--- src/rtl/bounded_deque_with_search_remove_assert.svh ---
// Assertion macros for the bounded deque with search and remove.
`ifndef BOUNDED_DEQUE_WITH_SEARCH_REMOVE_ASSERT_SVH
`define BOUNDED_DEQUE_WITH_SEARCH_REMOVE_ASSERT_SVH

// same-cycle implication, clocked on clk, off during reset
`define BDQ_ASSERT_NOW(label, ante, cons, msg) \
    label: assert property (@(posedge clk) disable iff (!rst_n) (ante) |-> (cons)) \
        else $error(msg);

// next-cycle implication
`define BDQ_ASSERT_NEXT(label, ante, cons, msg) \
    label: assert property (@(posedge clk) disable iff (!rst_n) (ante) |=> (cons)) \
        else $error(msg);

`endif

--- src/rtl/bdq_pkg.sv ---
// Shared types and constants for the bounded deque with search and remove.
package bdq_pkg;

    localparam int CAPACITY_DEF = 64;
    localparam int ID_BITS_DEF  = 32;

    localparam int MODE_W   = 3;
    localparam int IN_ID_W  = 32;
    localparam int POS_W    = 6;
    localparam int VALUE_W  = 32;
    localparam int STATUS_W = 2;
    localparam int COUNT_W  = 7;

    typedef enum logic [MODE_W-1:0] {
        MODE_PUSH_FRONT = 3'd0,
        MODE_PUSH_BACK  = 3'd1,
        MODE_POP        = 3'd2,
        MODE_CONTAINS   = 3'd3,
        MODE_REMOVE     = 3'd4,
        MODE_READ       = 3'd5
    } mode_t;

    typedef enum logic [STATUS_W-1:0] {
        ST_OK      = 2'd0,
        ST_EMPTY   = 2'd1,
        ST_FULL    = 2'd2,
        ST_BAD_POS = 2'd3
    } status_t;

    typedef enum logic [2:0] {
        S_IDLE,
        S_ISSUE,
        S_SCAN,
        S_SHIFT,
        S_FINISH
    } state_t;

    typedef enum logic [3:0] {
        ACT_NONE,
        ACT_LOAD,
        ACT_PUSH_FRONT,
        ACT_PUSH_BACK,
        ACT_POP,
        ACT_READ,
        ACT_FLAG,
        ACT_SCAN_FIRST,
        ACT_SCAN_STEP,
        ACT_MATCH_ONLY,
        ACT_MATCH_SHIFT,
        ACT_MATCH_LAST,
        ACT_SHIFT_STEP,
        ACT_SHIFT_LAST,
        ACT_OUT
    } act_t;

    typedef struct packed {
        act_t    act;
        status_t status;
    } dp_cmd_t;

    typedef struct packed {
        logic [MODE_W-1:0] mode;
        logic              full;
        logic              empty;
        logic              pos_ok;
        logic              match;
        logic              more;
        logic              shift_more;
    } dp_stat_t;

endpackage

--- src/rtl/bdq_chan_if.sv ---
// Request and response channel interfaces for the bounded deque.
interface bdq_req_if;
    logic                          valid;
    logic                          ready;
    logic [bdq_pkg::MODE_W-1:0]    mode;
    logic [bdq_pkg::IN_ID_W-1:0]   item_id;
    logic [bdq_pkg::POS_W-1:0]     position;

    modport source (output valid, mode, item_id, position, input ready);
    modport sink   (input valid, mode, item_id, position, output ready);
endinterface

interface bdq_rsp_if;
    logic                          valid;
    logic                          ready;
    logic [bdq_pkg::VALUE_W-1:0]   value;
    logic                          found;
    logic [bdq_pkg::STATUS_W-1:0]  status;
    logic [bdq_pkg::COUNT_W-1:0]   count;

    modport source (output valid, value, found, status, count, input ready);
    modport sink   (input valid, value, found, status, count, output ready);
endinterface

--- src/rtl/bdq_ctrl.sv ---
// Controller state machine: sequences each operation and owns the handshakes.
module bdq_ctrl
(
    input  logic              clk,
    input  logic              rst_n,
    input  logic              req_valid,
    output logic              req_ready,
    output logic              rsp_valid,
    input  logic              rsp_ready,
    input  bdq_pkg::dp_stat_t stat,
    output bdq_pkg::dp_cmd_t  cmd
);

    bdq_pkg::state_t state_reg;
    bdq_pkg::state_t state_next;
    logic            out_valid_reg;
    logic            out_valid_next;
    logic            out_free;

    assign out_free  = !out_valid_reg || rsp_ready;
    assign req_ready = (state_reg == bdq_pkg::S_IDLE);
    assign rsp_valid = out_valid_reg;

    always_ff @(posedge clk or negedge rst_n)
    begin
        if (!rst_n)
        begin
            state_reg     <= bdq_pkg::S_IDLE;
            out_valid_reg <= 1'b0;
        end
        else
        begin
            state_reg     <= state_next;
            out_valid_reg <= out_valid_next;
        end
    end

    always_comb
    begin
        state_next     = state_reg;
        cmd.act        = bdq_pkg::ACT_NONE;
        cmd.status     = bdq_pkg::ST_OK;
        out_valid_next = rsp_ready ? 1'b0 : out_valid_reg;

        case (state_reg)
            bdq_pkg::S_IDLE:
            begin
                if (req_valid)
                begin
                    cmd.act    = bdq_pkg::ACT_LOAD;
                    state_next = bdq_pkg::S_ISSUE;
                end
            end

            bdq_pkg::S_ISSUE:
            begin
                state_next = bdq_pkg::S_FINISH;
                case (stat.mode)
                    bdq_pkg::MODE_PUSH_FRONT:
                    begin
                        if (stat.full)
                        begin
                            cmd.act    = bdq_pkg::ACT_FLAG;
                            cmd.status = bdq_pkg::ST_FULL;
                        end
                        else
                        begin
                            cmd.act = bdq_pkg::ACT_PUSH_FRONT;
                        end
                    end
                    bdq_pkg::MODE_PUSH_BACK:
                    begin
                        if (stat.full)
                        begin
                            cmd.act    = bdq_pkg::ACT_FLAG;
                            cmd.status = bdq_pkg::ST_FULL;
                        end
                        else
                        begin
                            cmd.act = bdq_pkg::ACT_PUSH_BACK;
                        end
                    end
                    bdq_pkg::MODE_POP:
                    begin
                        if (stat.empty)
                        begin
                            cmd.act    = bdq_pkg::ACT_FLAG;
                            cmd.status = bdq_pkg::ST_EMPTY;
                        end
                        else
                        begin
                            cmd.act = bdq_pkg::ACT_POP;
                        end
                    end
                    bdq_pkg::MODE_READ:
                    begin
                        if (stat.pos_ok)
                        begin
                            cmd.act = bdq_pkg::ACT_READ;
                        end
                        else
                        begin
                            cmd.act    = bdq_pkg::ACT_FLAG;
                            cmd.status = bdq_pkg::ST_BAD_POS;
                        end
                    end
                    bdq_pkg::MODE_CONTAINS, bdq_pkg::MODE_REMOVE:
                    begin
                        if (!stat.empty)
                        begin
                            cmd.act    = bdq_pkg::ACT_SCAN_FIRST;
                            state_next = bdq_pkg::S_SCAN;
                        end
                    end
                    default:
                    begin
                        cmd.act = bdq_pkg::ACT_NONE;
                    end
                endcase
            end

            bdq_pkg::S_SCAN:
            begin
                if (stat.match)
                begin
                    if (stat.mode != bdq_pkg::MODE_REMOVE)
                    begin
                        cmd.act    = bdq_pkg::ACT_MATCH_ONLY;
                        state_next = bdq_pkg::S_FINISH;
                    end
                    else if (stat.more)
                    begin
                        cmd.act    = bdq_pkg::ACT_MATCH_SHIFT;
                        state_next = bdq_pkg::S_SHIFT;
                    end
                    else
                    begin
                        cmd.act    = bdq_pkg::ACT_MATCH_LAST;
                        state_next = bdq_pkg::S_FINISH;
                    end
                end
                else if (stat.more)
                begin
                    cmd.act = bdq_pkg::ACT_SCAN_STEP;
                end
                else
                begin
                    state_next = bdq_pkg::S_FINISH;
                end
            end

            bdq_pkg::S_SHIFT:
            begin
                if (stat.shift_more)
                begin
                    cmd.act = bdq_pkg::ACT_SHIFT_STEP;
                end
                else
                begin
                    cmd.act    = bdq_pkg::ACT_SHIFT_LAST;
                    state_next = bdq_pkg::S_FINISH;
                end
            end

            bdq_pkg::S_FINISH:
            begin
                if (out_free)
                begin
                    cmd.act        = bdq_pkg::ACT_OUT;
                    out_valid_next = 1'b1;
                    state_next     = bdq_pkg::S_IDLE;
                end
            end

            default:
            begin
                state_next = bdq_pkg::S_IDLE;
            end
        endcase
    end

endmodule

--- src/rtl/bdq_datapath.sv ---
// Datapath: circular entry store, pointers, scan index and result register.
module bdq_datapath
#(
    parameter int CAPACITY = bdq_pkg::CAPACITY_DEF,
    parameter int ID_BITS  = bdq_pkg::ID_BITS_DEF
)
(
    input  logic                           clk,
    input  logic                           rst_n,
    input  bdq_pkg::dp_cmd_t               cmd,
    output bdq_pkg::dp_stat_t              stat,
    input  logic [bdq_pkg::MODE_W-1:0]     req_mode,
    input  logic [bdq_pkg::IN_ID_W-1:0]    req_item_id,
    input  logic [bdq_pkg::POS_W-1:0]      req_position,
    output logic [bdq_pkg::VALUE_W-1:0]    rsp_value,
    output logic                           rsp_found,
    output logic [bdq_pkg::STATUS_W-1:0]   rsp_status,
    output logic [bdq_pkg::COUNT_W-1:0]    rsp_count
);

    localparam int PTR_W = (CAPACITY > 1) ? $clog2(CAPACITY) : 1;
    localparam int CNT_W = $clog2(CAPACITY + 1);

    function automatic logic [PTR_W-1:0] phys(input logic [PTR_W-1:0] base,
                                              input logic [CNT_W-1:0] off);
        logic [CNT_W:0] sum;
        sum = (CNT_W+1)'(base) + (CNT_W+1)'(off);
        if (sum >= (CNT_W+1)'(CAPACITY))
        begin
            sum = sum - (CNT_W+1)'(CAPACITY);
        end
        return sum[PTR_W-1:0];
    endfunction

    logic [ID_BITS-1:0]          mem [CAPACITY];

    logic [PTR_W-1:0]            front_reg;
    logic [PTR_W-1:0]            front_next;
    logic [CNT_W-1:0]            count_reg;
    logic [CNT_W-1:0]            count_next;

    logic [bdq_pkg::MODE_W-1:0]  mode_reg;
    logic [ID_BITS-1:0]          id_reg;
    logic [bdq_pkg::POS_W-1:0]   pos_reg;
    logic [CNT_W-1:0]            idx_reg;
    logic                        found_reg;
    bdq_pkg::status_t            status_reg;
    logic                        take_rd_reg;
    logic [ID_BITS-1:0]          rd_data_reg;

    logic [bdq_pkg::VALUE_W-1:0] out_value_reg;
    logic                        out_found_reg;
    bdq_pkg::status_t            out_status_reg;
    logic [bdq_pkg::COUNT_W-1:0] out_count_reg;

    logic                        rd_en;
    logic [PTR_W-1:0]            rd_addr;
    logic                        wr_en;
    logic [PTR_W-1:0]            wr_addr;
    logic [ID_BITS-1:0]          wr_data;
    logic [PTR_W-1:0]            front_dec;
    logic [63:0]                 id_wide;
    logic [63:0]                 rd_wide;
    logic [63:0]                 count_wide;
    logic [CNT_W:0]              idx_inc;

    assign id_wide    = 64'(req_item_id);
    assign rd_wide    = 64'(rd_data_reg);
    assign count_wide = 64'(count_reg);
    assign front_dec  = (front_reg == '0) ? PTR_W'(CAPACITY - 1) : front_reg - 1'b1;
    assign idx_inc    = (CNT_W+1)'(idx_reg) + 1'b1;

    assign stat.mode       = mode_reg;
    assign stat.full       = (count_reg == CNT_W'(CAPACITY));
    assign stat.empty      = (count_reg == '0);
    assign stat.pos_ok     = (32'(pos_reg) < 32'(count_reg));
    assign stat.match      = (rd_data_reg == id_reg);
    assign stat.more       = (idx_reg < count_reg);
    assign stat.shift_more = (idx_inc < (CNT_W+1)'(count_reg));

    always_comb
    begin
        rd_en      = 1'b0;
        rd_addr    = front_reg;
        wr_en      = 1'b0;
        wr_addr    = front_dec;
        wr_data    = id_reg;
        front_next = front_reg;
        count_next = count_reg;
        case (cmd.act)
            bdq_pkg::ACT_PUSH_FRONT:
            begin
                wr_en      = 1'b1;
                front_next = front_dec;
                count_next = count_reg + 1'b1;
            end
            bdq_pkg::ACT_PUSH_BACK:
            begin
                wr_en      = 1'b1;
                wr_addr    = phys(front_reg, count_reg);
                count_next = count_reg + 1'b1;
            end
            bdq_pkg::ACT_POP:
            begin
                rd_en      = 1'b1;
                front_next = phys(front_reg, CNT_W'(1));
                count_next = count_reg - 1'b1;
            end
            bdq_pkg::ACT_READ:
            begin
                rd_en   = 1'b1;
                rd_addr = phys(front_reg, CNT_W'(pos_reg));
            end
            bdq_pkg::ACT_SCAN_FIRST:
            begin
                rd_en = 1'b1;
            end
            bdq_pkg::ACT_SCAN_STEP, bdq_pkg::ACT_MATCH_SHIFT:
            begin
                rd_en   = 1'b1;
                rd_addr = phys(front_reg, idx_reg);
            end
            bdq_pkg::ACT_MATCH_LAST:
            begin
                count_next = count_reg - 1'b1;
            end
            bdq_pkg::ACT_SHIFT_STEP:
            begin
                rd_en   = 1'b1;
                rd_addr = phys(front_reg, idx_inc[CNT_W-1:0]);
                wr_en   = 1'b1;
                wr_addr = phys(front_reg, idx_reg - 1'b1);
                wr_data = rd_data_reg;
            end
            bdq_pkg::ACT_SHIFT_LAST:
            begin
                wr_en      = 1'b1;
                wr_addr    = phys(front_reg, idx_reg - 1'b1);
                wr_data    = rd_data_reg;
                count_next = count_reg - 1'b1;
            end
            default:
            begin
                rd_en = 1'b0;
            end
        endcase
    end

    always_ff @(posedge clk)
    begin
        if (wr_en)
        begin
            mem[wr_addr] <= wr_data;
        end
        if (rd_en)
        begin
            rd_data_reg <= mem[rd_addr];
        end
    end

    always_ff @(posedge clk or negedge rst_n)
    begin
        if (!rst_n)
        begin
            front_reg <= '0;
            count_reg <= '0;
        end
        else
        begin
            front_reg <= front_next;
            count_reg <= count_next;
        end
    end

    always_ff @(posedge clk)
    begin
        case (cmd.act)
            bdq_pkg::ACT_LOAD:
            begin
                mode_reg    <= req_mode;
                id_reg      <= id_wide[ID_BITS-1:0];
                pos_reg     <= req_position;
                found_reg   <= 1'b0;
                status_reg  <= bdq_pkg::ST_OK;
                take_rd_reg <= 1'b0;
            end
            bdq_pkg::ACT_POP, bdq_pkg::ACT_READ:
            begin
                take_rd_reg <= 1'b1;
            end
            bdq_pkg::ACT_FLAG:
            begin
                status_reg <= cmd.status;
            end
            bdq_pkg::ACT_SCAN_FIRST:
            begin
                idx_reg <= CNT_W'(1);
            end
            bdq_pkg::ACT_SCAN_STEP, bdq_pkg::ACT_SHIFT_STEP:
            begin
                idx_reg <= idx_reg + 1'b1;
            end
            bdq_pkg::ACT_MATCH_ONLY, bdq_pkg::ACT_MATCH_SHIFT, bdq_pkg::ACT_MATCH_LAST:
            begin
                found_reg <= 1'b1;
            end
            bdq_pkg::ACT_OUT:
            begin
                out_value_reg  <= take_rd_reg ? rd_wide[bdq_pkg::VALUE_W-1:0] : '0;
                out_found_reg  <= found_reg;
                out_status_reg <= status_reg;
                out_count_reg  <= count_wide[bdq_pkg::COUNT_W-1:0];
            end
            default:
            begin
                found_reg <= found_reg;
            end
        endcase
    end

    assign rsp_value  = out_value_reg;
    assign rsp_found  = out_found_reg;
    assign rsp_status = out_status_reg;
    assign rsp_count  = out_count_reg;

endmodule

--- src/rtl/bounded_deque_with_search_remove.sv ---
// Push, pop, read and unused modes pass from acceptance through the issue and finish states.
// Contains and remove walk the store one entry per cycle through its single read port;
// a miss reads every entry, and a remove shifts each later entry one place toward the front.
// One item in flight; the next is accepted the cycle after the result enters the output register.
// Reset (rst_n, async, active low) empties the list; entry contents stay undefined.
// A waiting result does not block acceptance; the next item then holds in the finish state.
module bounded_deque_with_search_remove
#(
    parameter int CAPACITY = bdq_pkg::CAPACITY_DEF,
    parameter int ID_BITS  = bdq_pkg::ID_BITS_DEF
)
(
    input  logic      clk,
    input  logic      rst_n,
    bdq_req_if.sink   req,
    bdq_rsp_if.source rsp
);

    `include "bounded_deque_with_search_remove_assert.svh"

    bdq_pkg::dp_cmd_t  cmd;
    bdq_pkg::dp_stat_t stat;

    bdq_ctrl u_ctrl
    (
        .clk       (clk),
        .rst_n     (rst_n),
        .req_valid (req.valid),
        .req_ready (req.ready),
        .rsp_valid (rsp.valid),
        .rsp_ready (rsp.ready),
        .stat      (stat),
        .cmd       (cmd)
    );

    bdq_datapath
    #(
        .CAPACITY (CAPACITY),
        .ID_BITS  (ID_BITS)
    )
    u_datapath
    (
        .clk          (clk),
        .rst_n        (rst_n),
        .cmd          (cmd),
        .stat         (stat),
        .req_mode     (req.mode),
        .req_item_id  (req.item_id),
        .req_position (req.position),
        .rsp_value    (rsp.value),
        .rsp_found    (rsp.found),
        .rsp_status   (rsp.status),
        .rsp_count    (rsp.count)
    );

    `BDQ_ASSERT_NEXT(a_one_in_flight, req.valid && req.ready, !req.ready, "item accepted while busy")
    `BDQ_ASSERT_NOW(a_found_ok, rsp.valid && rsp.found, rsp.status == bdq_pkg::ST_OK, "found with error status")
    `BDQ_ASSERT_NOW(a_fail_zero, rsp.valid && rsp.status != bdq_pkg::ST_OK, rsp.value == '0, "value on failure")
    `BDQ_ASSERT_NOW(a_count_cap, rsp.valid, 32'(rsp.count) <= 32'(CAPACITY), "count beyond capacity")

endmodule
--- src/flat_wrapper.sv ---
// flat-port wrapper written by rule: the top's interface ports become plain ports
module bounded_deque_with_search_remove_flat 
#(
    parameter int CAPACITY = bdq_pkg::CAPACITY_DEF,
    parameter int ID_BITS  = bdq_pkg::ID_BITS_DEF
)
  (clk, rst_n, req_valid, req_mode, req_item_id, req_position, req_ready, rsp_valid, rsp_value, rsp_found, rsp_status, rsp_count, rsp_ready);
  bdq_req_if req_i ();
  bdq_rsp_if rsp_i ();
  input  logic clk;
  input  logic rst_n;
  input wire logic [$bits(req_i.valid)-1:0] req_valid;
  input wire logic [$bits(req_i.mode)-1:0] req_mode;
  input wire logic [$bits(req_i.item_id)-1:0] req_item_id;
  input wire logic [$bits(req_i.position)-1:0] req_position;
  output wire logic [$bits(req_i.ready)-1:0] req_ready;
  output wire logic [$bits(rsp_i.valid)-1:0] rsp_valid;
  output wire logic [$bits(rsp_i.value)-1:0] rsp_value;
  output wire logic [$bits(rsp_i.found)-1:0] rsp_found;
  output wire logic [$bits(rsp_i.status)-1:0] rsp_status;
  output wire logic [$bits(rsp_i.count)-1:0] rsp_count;
  input wire logic [$bits(rsp_i.ready)-1:0] rsp_ready;
  assign req_i.valid = req_valid;
  assign req_i.mode = req_mode;
  assign req_i.item_id = req_item_id;
  assign req_i.position = req_position;
  assign req_ready = req_i.ready;
  assign rsp_valid = rsp_i.valid;
  assign rsp_value = rsp_i.value;
  assign rsp_found = rsp_i.found;
  assign rsp_status = rsp_i.status;
  assign rsp_count = rsp_i.count;
  assign rsp_i.ready = rsp_ready;
  bounded_deque_with_search_remove #(.CAPACITY(CAPACITY), .ID_BITS(ID_BITS)) u_core (.clk(clk), .rst_n(rst_n), .req(req_i), .rsp(rsp_i));
endmodule
--- config.mk ---
export PLATFORM = sky130hd
export DESIGN_NAME = bounded_deque_with_search_remove_flat
export DESIGN_NICKNAME = d
export VERILOG_FILES = /design/src/rtl/bdq_pkg.sv /design/src/rtl/bdq_chan_if.sv /design/src/rtl/bdq_ctrl.sv /design/src/rtl/bdq_datapath.sv /design/src/rtl/bounded_deque_with_search_remove.sv /design/src/flat_wrapper.sv
export VERILOG_INCLUDE_DIRS = /design/src /design/src/rtl
export SDC_FILE = /design/constraint.sdc
export NUM_CORES = 2
export LEC_CHECK = 0
export BUFFER_PORTS_ARGS = -buffer_cell sky130_fd_sc_hd__buf_2
export CORE_MARGIN = 4
export CORE_UTILIZATION = 28
export CTS_CLUSTER_DIAMETER = 80
export DETAILED_ROUTE_END_ITERATION = 10
export GPL_TIMING_DRIVEN = 0
export HOLD_SLACK_MARGIN = 0.12
export PLACE_DENSITY_LB_ADDON = 0.08
export SYNTH_ARGS = -nofsm -noshare
export SYNTH_HDL_FRONTEND = slang
export SYNTH_SLANG_ARGS = --single-unit
--- constraint.sdc ---
create_clock -name clk -period 10.45 [get_ports clk]
set_input_delay 1.045 -clock clk [delete_from_list [all_inputs] [get_ports clk]]
set_output_delay 1.045 -clock clk [all_outputs]
set_load 0.005 [all_outputs]
After elaboration in Yosys (flattened, before gate mapping)
Memory sizes are Yosys's and may differ from the RTL's. A register that Yosys moved wholly into a read port is not among the register bits.
Cells that the tools add are included.
{"block": "totals", "reg_bits": 111, "mem_bits_rw": 2048, "inputBits": 45, "out_inout_bits": 44, "wordCells": 149, "n_memories": 1}
{"block": "classes", "n_addsub": 18, "order_cmp": 9, "n_eq_ne": 30, "muxes": 52, "reduce_logical": 24}
{"name": "u_core.u_datapath.mem", "depth": 64, "width": 32, "rd": 1, "rd_clocked_by_memory_dff": 1, "write_ports": 1, "line": "bdq_datapath.sv:35", "rtl": "logic [ID_BITS-1:0] mem [CAPACITY];"}
{"operator": "$mux W6", "n": 7}
{"operator": "$sub A6 B1 Y6 const B", "n": 7}
{"operator": "$pmux W4 S5", "n": 2}
{"operator": "$mux W3", "n": 12}
{"operator": "$add A6 B7 Y8", "n": 4}
{"operator": "$eq A32 B32 Y1", "n": 1}
{"operator": "$ge A8 B7 Y1 const B", "n": 4}
{"operator": "$mux W32", "n": 1}
{"operator": "$eq A4 B4 Y1 const B", "n": 7}
{"operator": "$pmux W7 S2", "n": 2}
{"operator": "$pmux W6 S2", "n": 2}
{"operator": "$pmux W6 S3", "n": 1}
{"operator": "$eq A4 B3 Y1 const B", "n": 4}
{"operator": "$pmux W3 S5", "n": 1}
{"operator": "$add A7 B1 Y7 const B", "n": 2}
{"operator": "$ge A7 B7 Y1 const B", "n": 2}
{"operator": "$reduce_or A2 Y1", "n": 7}
{"operator": "$sub A7 B1 Y7 const B", "n": 2}
{"operator": "$eq A3 B2 Y1 const B", "n": 4}
{"operator": "$mux W2", "n": 6}
{"operator": "$mux W4", "n": 3}
{"operator": "$reduce_bool A2 Y1", "n": 6}
{"operator": "$mux W1", "n": 11}
{"operator": "$eq A3 B3 Y1 const B", "n": 3}
{"operator": "25 further kinds", "n": 32}

Depth between registers and ports, before layout
{"block": "depth", "depth_word": 10, "ltp_mapped": 25, "depth_no_buf": 23}

Modules after synthesis
From an unflattened synthesis, not the netlist that was laid out.
{"block": "unflattened", "hier_cells": 6298, "area_unflattened_um2": 87796.7}
{"mod": "bdq_datapath", "instances": 1, "cells_per_inst": 6229, "area_each_um2": 87288.7, "seq_area_each_um2": 65607.9}
{"mod": "bdq_ctrl", "instances": 1, "cells_per_inst": 69, "area_each_um2": 508.0, "seq_area_each_um2": 100.1}

Worst setup path before layout
Ideal clock, no wire load.
{"block": "synth_path", "kind": "reg-to-reg", "start": "register u_core.u_datapath.idx_reg[2]", "end": "memory u_core.u_datapath.mem[25][0] (netlist name) (enable)", "setup_ps": 421, "arrival_ps": 4823, "required_time_ps": 10029, "path_slack_ps": 5205, "path_stages_with_launch": 18, "n_path_buf": 3, "synth_period_minus_slack_ps": 5245, "cell_sequence": "edfxtp_1 buf_2 and3_1 nand3_1 xnor2_1 ha_1 a21o_1 a221oi_1 o22ai_1 nor4_4 o21a_1 o21a_1 clkbuf_1 buf_1 nand4_1 o21ai_0 nand2_1 nor2_1"}
{"block": "synth_via", "elab_cells_between_ends": 24, "cone_classes": "add/sub (4); order compare (3); eq/ne (4); mux (11); reduce/logical (2)"}
{"element": "from (decl)", "line": "bdq_datapath.sv:45", "rtl": "logic [CNT_W-1:0] idx_reg;"}
{"element": "from (signal assigned)", "line": "bdq_datapath.sv:201", "rtl": "idx_reg <= idx_reg + 1'b1;"}
{"element": "$add A7 B1 Y8 (*)", "line": "bdq_datapath.sv:71", "rtl": "assign idx_inc = (CNT_W+1)'(idx_reg) + 1'b1;"}
{"element": "named net u_core.u_datapath.idx_inc[5]", "line": "bdq_datapath.sv:65", "rtl": "logic [CNT_W:0] idx_inc;"}
{"element": "$lt A8 B7 Y1 (*)", "line": "bdq_datapath.sv:79", "rtl": "assign stat.shift_more = (idx_inc < (CNT_W+1)'(count_reg));"}
{"element": "$mux W1 (*)", "line": "bdq_ctrl.sv:154", "rtl": "if (stat.shift_more)"}
{"element": "$pmux W4 S5 (*)", "line": "bdq_ctrl.sv:45", "rtl": "case (state_reg)"}
{"element": "$eq A4 B4 Y1 / $eq A4 B2 Y1 (equally long branches)", "line": "bdq_datapath.sv:90", "rtl": "case (cmd.act)"}
{"element": "$reduce_or A4 Y1 (no line)"}
{"element": "$mux W1", "line": "bdq_datapath.sv:90"}
{"element": "$mux W1", "line": "bdq_datapath.sv:151", "rtl": "if (wr_en)"}
{"element": "$mux W1 (not written as such)", "line": "bdq_datapath.sv:153", "rtl": "mem[wr_addr] <= wr_data;"}
{"element": "to (decl)", "line": "bdq_datapath.sv:35"}
Mark *: on every way through the listed nets, which the timed path passes. The rest lies on a longest branch.

Worst setup path after layout
{"block": "layout_path", "start": "register u_core.u_datapath.idx_reg[3]", "end": "register u_core.u_datapath.rd_data_reg[20], read port of u_core.u_datapath.mem (data pin)"}
{"block": "layout_via", "elab_cells_between_ends": 27, "cone_classes": "add/sub (5); order compare (4); eq/ne (6); mux (10); reduce/logical (2)"}
{"element": "$add A7 B1 Y8 (*)", "line": "bdq_datapath.sv:71"}
{"element": "named net u_core.u_datapath.idx_inc[5]", "line": "bdq_datapath.sv:65"}
{"element": "$lt A8 B7 Y1", "line": "bdq_datapath.sv:79"}
{"element": "$mux W1", "line": "bdq_ctrl.sv:154"}
{"element": "$pmux W4 S5", "line": "bdq_ctrl.sv:45"}
{"element": "$eq A4 B4 Y1 / $eq A4 B3 Y1 (equally long branches)", "line": "bdq_datapath.sv:90"}
{"element": "$reduce_or A2 Y1 / $reduce_or A6 Y1 (equally long branches)"}
{"element": "$pmux W6 S3 / $mux W1 (equally long branches)", "line": "bdq_datapath.sv:90"}
{"element": "to (decl)", "line": "bdq_datapath.sv:49", "rtl": "logic [ID_BITS-1:0] rd_data_reg;"}
Marks and branches as above.
A chain may end at the register's enable or synchronous reset.

==> results.cfg <==
[logic_synthesis]
synth_cell_types = 81
syn_nets = 6040
syn_area_um2 = 86800
ys_warn_count = 0
seq_area_frac_synth = 0.757
ys_ff_latch = 2191
synth_top_area_share = 0.752
synth-edff-count = 2174
syn_inst = 5954
avgSynthCellArea_um2 = 14.6
async_reset_ff_frac = 0.00776
yosys-top-cells-area = edfxtp_1, nand2_1, mux2i_1
yosys.area.top_type = edfxtp_1
synth_top_flop_cell = edfxtp_1

[worst_setup_path]
cp_data_arrival_time_ns = 9.95
r2r.worst_path.cells = 21
worstPathMaxFanout = 10
r2r_slack_ns = 0.99
cp-start-kind = register
worstPathRequired_ns = 10.94
endpoint_kind = register
rr_startpoint = u_core.u_datapath.idx_reg[3]$_SDFFCE_PN0P_
worstSetupPathType = register to register
timing.rr.end = u_core.u_datapath.rd_data_reg[20]$_DFFE_PP_

[global_routing]
antenna_found_initial = 29
overflow = 0
grt_max_degree = 65
grt_pass1_wl_mm = 439
grt_pass1_vias = 51400
globalRouteTotalUtil = 0.197

[clock_tree]
clkSlewWorstSetupHoldPaths_ns = 0.06
clkSinkCount = 2191
cts_tree = done
clock_latency_ns = 0.90
post_cts_buffers = 0
cts_resized = 0
clockBufferDepth = 4
cts_buffers = 248
htree_levels = 4
cts_root_buf = clkbuf_16

[floorplan]
fp.dieH_um = 565
core-area_um2 = 309000
pin_count = 89
floorplan.initialDensity = 0.281
dieArea_um2 = 319000
rows = 204
dieWidth_um = 565

[power_and_ir_drop]
p_leak_nw = 34.3
peakVddDrop_v = 0.000148
cellPowerDensity_nw_per_um2 = 305
finalPower_w = 0.0315

[hold_path]
hold_depth = 1
worstHoldEndpoint = u_core.u_datapath.pos_reg[1]$_DFFE_PP_
hp-start = req_position[1]
min_path_type = primary input to register

[layout]
drive_gt1_frac = 0.127
utilization = 0.334
multi_input_area_um2 = 20100
largest_register = u_core.u_datapath.mem
largest_reg_flops = 2048
seqCellArea_um2 = 65700
layout.nets = 6478
synthToLayoutAreaGrowth_pct = 18.8
nFillCells = 30200

[timing]
finalCritPeriodShare = 0.905
tns_ns = 0
holdWs_ns = 0.346
rsz0062_at_grt = false
skew_ns = 0.0408
tightest_slew_ns = 1.46
setup_violations = 0
hold_viol = 0
slew_headroom = 0.0255
fin_ws_ns = 0.988
period_minus_slack_ns = 9.46
drv_slew = 0
timing.fmax_mhz = 106

[placed_design]
port_buffers = 88
pre_cts_ws_ns = 1.09
gp_congestion = 0.840
place_hpwl_mm = 229

[status]
status = finished, final reports clean

[job]
maxCapViolCount = 0

[routing]
vias = 53100
wl_per_cell_um = 30.2
drtIter0Drc = 5214
first_pass_iters = 6
vias_per_cell = 4.95
wirelength_mm = 324
detail-route-antenna-nets = 0
drc = 0
where the power goes:
part / switching [W] / internal (W)
logic: 0.00926 / 0.00292
registers: 0.000264 / 0.0107
clock network: 0.00355 / 0.00481
kinds of logic (layout without fill, tap and decap cells):
group	after synthesis	count (layout)	synth area share
XOR/XNOR	60	60	0.00605
adder cells (fa/ha/maj)	41	41	0.00617
flip-flops	2191	2191	0.757
other	0	14	0
AO/OA/AOI/OAI	504	504	0.0481
buffers and inverters	392	1022	0.0206
multiplexers	341	341	0.0397
AND/OR/NAND/NOR	2425	2425	0.123
worst max-delay path by stage:
stage	startpoint	end	slack, ns	cells after the start
finish	u_core.u_datapath.idx_reg[3]$_SDFFCE_PN0P_	u_core.u_datapath.rd_data_reg[20]$_DFFE_PP_	0.99	21
global route	u_core.u_datapath.idx_reg[3]$_SDFFCE_PN0P_	u_core.u_datapath.rd_data_reg[20]$_DFFE_PP_	0.76	21
CTS	u_core.u_datapath.idx_reg[3]$_SDFFCE_PN0P_	u_core.u_datapath.rd_data_reg[20]$_DFFE_PP_	1.05	21
detailed placement	u_core.u_datapath.idx_reg[3]$_SDFFCE_PN0P_	u_core.u_datapath.rd_data_reg[20]$_DFFE_PP_	1.09	21
global placement	u_core.u_datapath.idx_reg[3]$_SDFFCE_PN0P_	u_core.u_datapath.rd_data_reg[20]$_DFFE_PP_	0.79	21
floorplan	u_core.u_datapath.idx_reg[2]$_SDFFCE_PN0P_	u_core.u_datapath.mem[25][0]$_DFFE_PP_	5.21	17
repair_timing:
item,4_1_cts,5_1_grt
hold buffers,1,0
hold endpoints to repair,17,0
endpoints found under the setup margin,0,0
stage by stage:
stage	cell area [um2]	cells
floorplan	86800	5954
global placement	92400	10200
detailed placement	95500	10300
CTS	103000	10700
global route	103000	10700
finish	103000	10700
cells in the mapped netlist (6+ instances only):
master,number
o21ai_0,18
o2111a_1,30
buf_4,24
a211oi_1,6
a32oi_1,313
buf_1,34
a21oi_1,33
nor2_1,100
nor2b_1,6
xnor2_1,46
ha_1,38
dfrtp_1,17
a21o_1,10
a31oi_1,33
edfxtp_1,2174
and2_1,38
xor2_1,14
and3_1,35
o22ai_1,8
nand4_1,235
nand3_1,404
a22oi_1,6
nor3_1,6
o21a_1,7
nand2b_1,11
buf_6,6
buf_2,146
nand2_1,1550
inv_1,34
clkbuf_1,147
mux2i_1,333
per-layer routing:
metal,GRT usage,part of all wire
met1,0.289,0.47
met2,0.311,0.45
met3,0.0240,0.052
met4,0.0492,0.025
met5,0,0
area by class of cell:
class,instances,area share
flip-flops and latches,2191,0.637
multi-input cells,3371,0.195
clock buffers,289,0.0618
well taps,4120,0.0499
repair buffers,188,0.0269
plain buffers,358,0.0161
clock inverters,153,0.0121
inverters,34,0.00124
diodes,14,0.000339
worst max-delay path, cell delays in order (launching register included):
cell	delay, ns
edfxtp_1	0.37
buf_2	0.23
and3_1	0.18
nand3_1	0.09
xnor2_1	0.37
ha_1	0.33
a21o_1	0.18
a221oi_1	0.40
o22ai_1	0.28
nor4_4	0.34
nand3_1	0.31
a222oi_1	0.41
inv_1	0.15
fa_1	0.67
inv_1	0.12
o31ai_2	0.95
clkbuf_1	1.13
clkbuf_1	1.02
a32oi_1	0.16
and3_1	0.31
a31oi_1	0.62
nand4_1	0.43
layout by cell type, fill, tap and decap left out, drive strengths merged, types with 35 or more instances in the layout:
cell type / instances
and2: 38
nand2: 1552
edfxtp: 2174
clkbuf: 437
clkinv: 114
and3: 35
nor2: 102
buf: 397
xnor2: 46
nand3: 404
ha: 38
nand4: 235
a32oi: 313
inv: 43
mux2i: 336
Note: power is estimated with default switching activity, not from simulation.
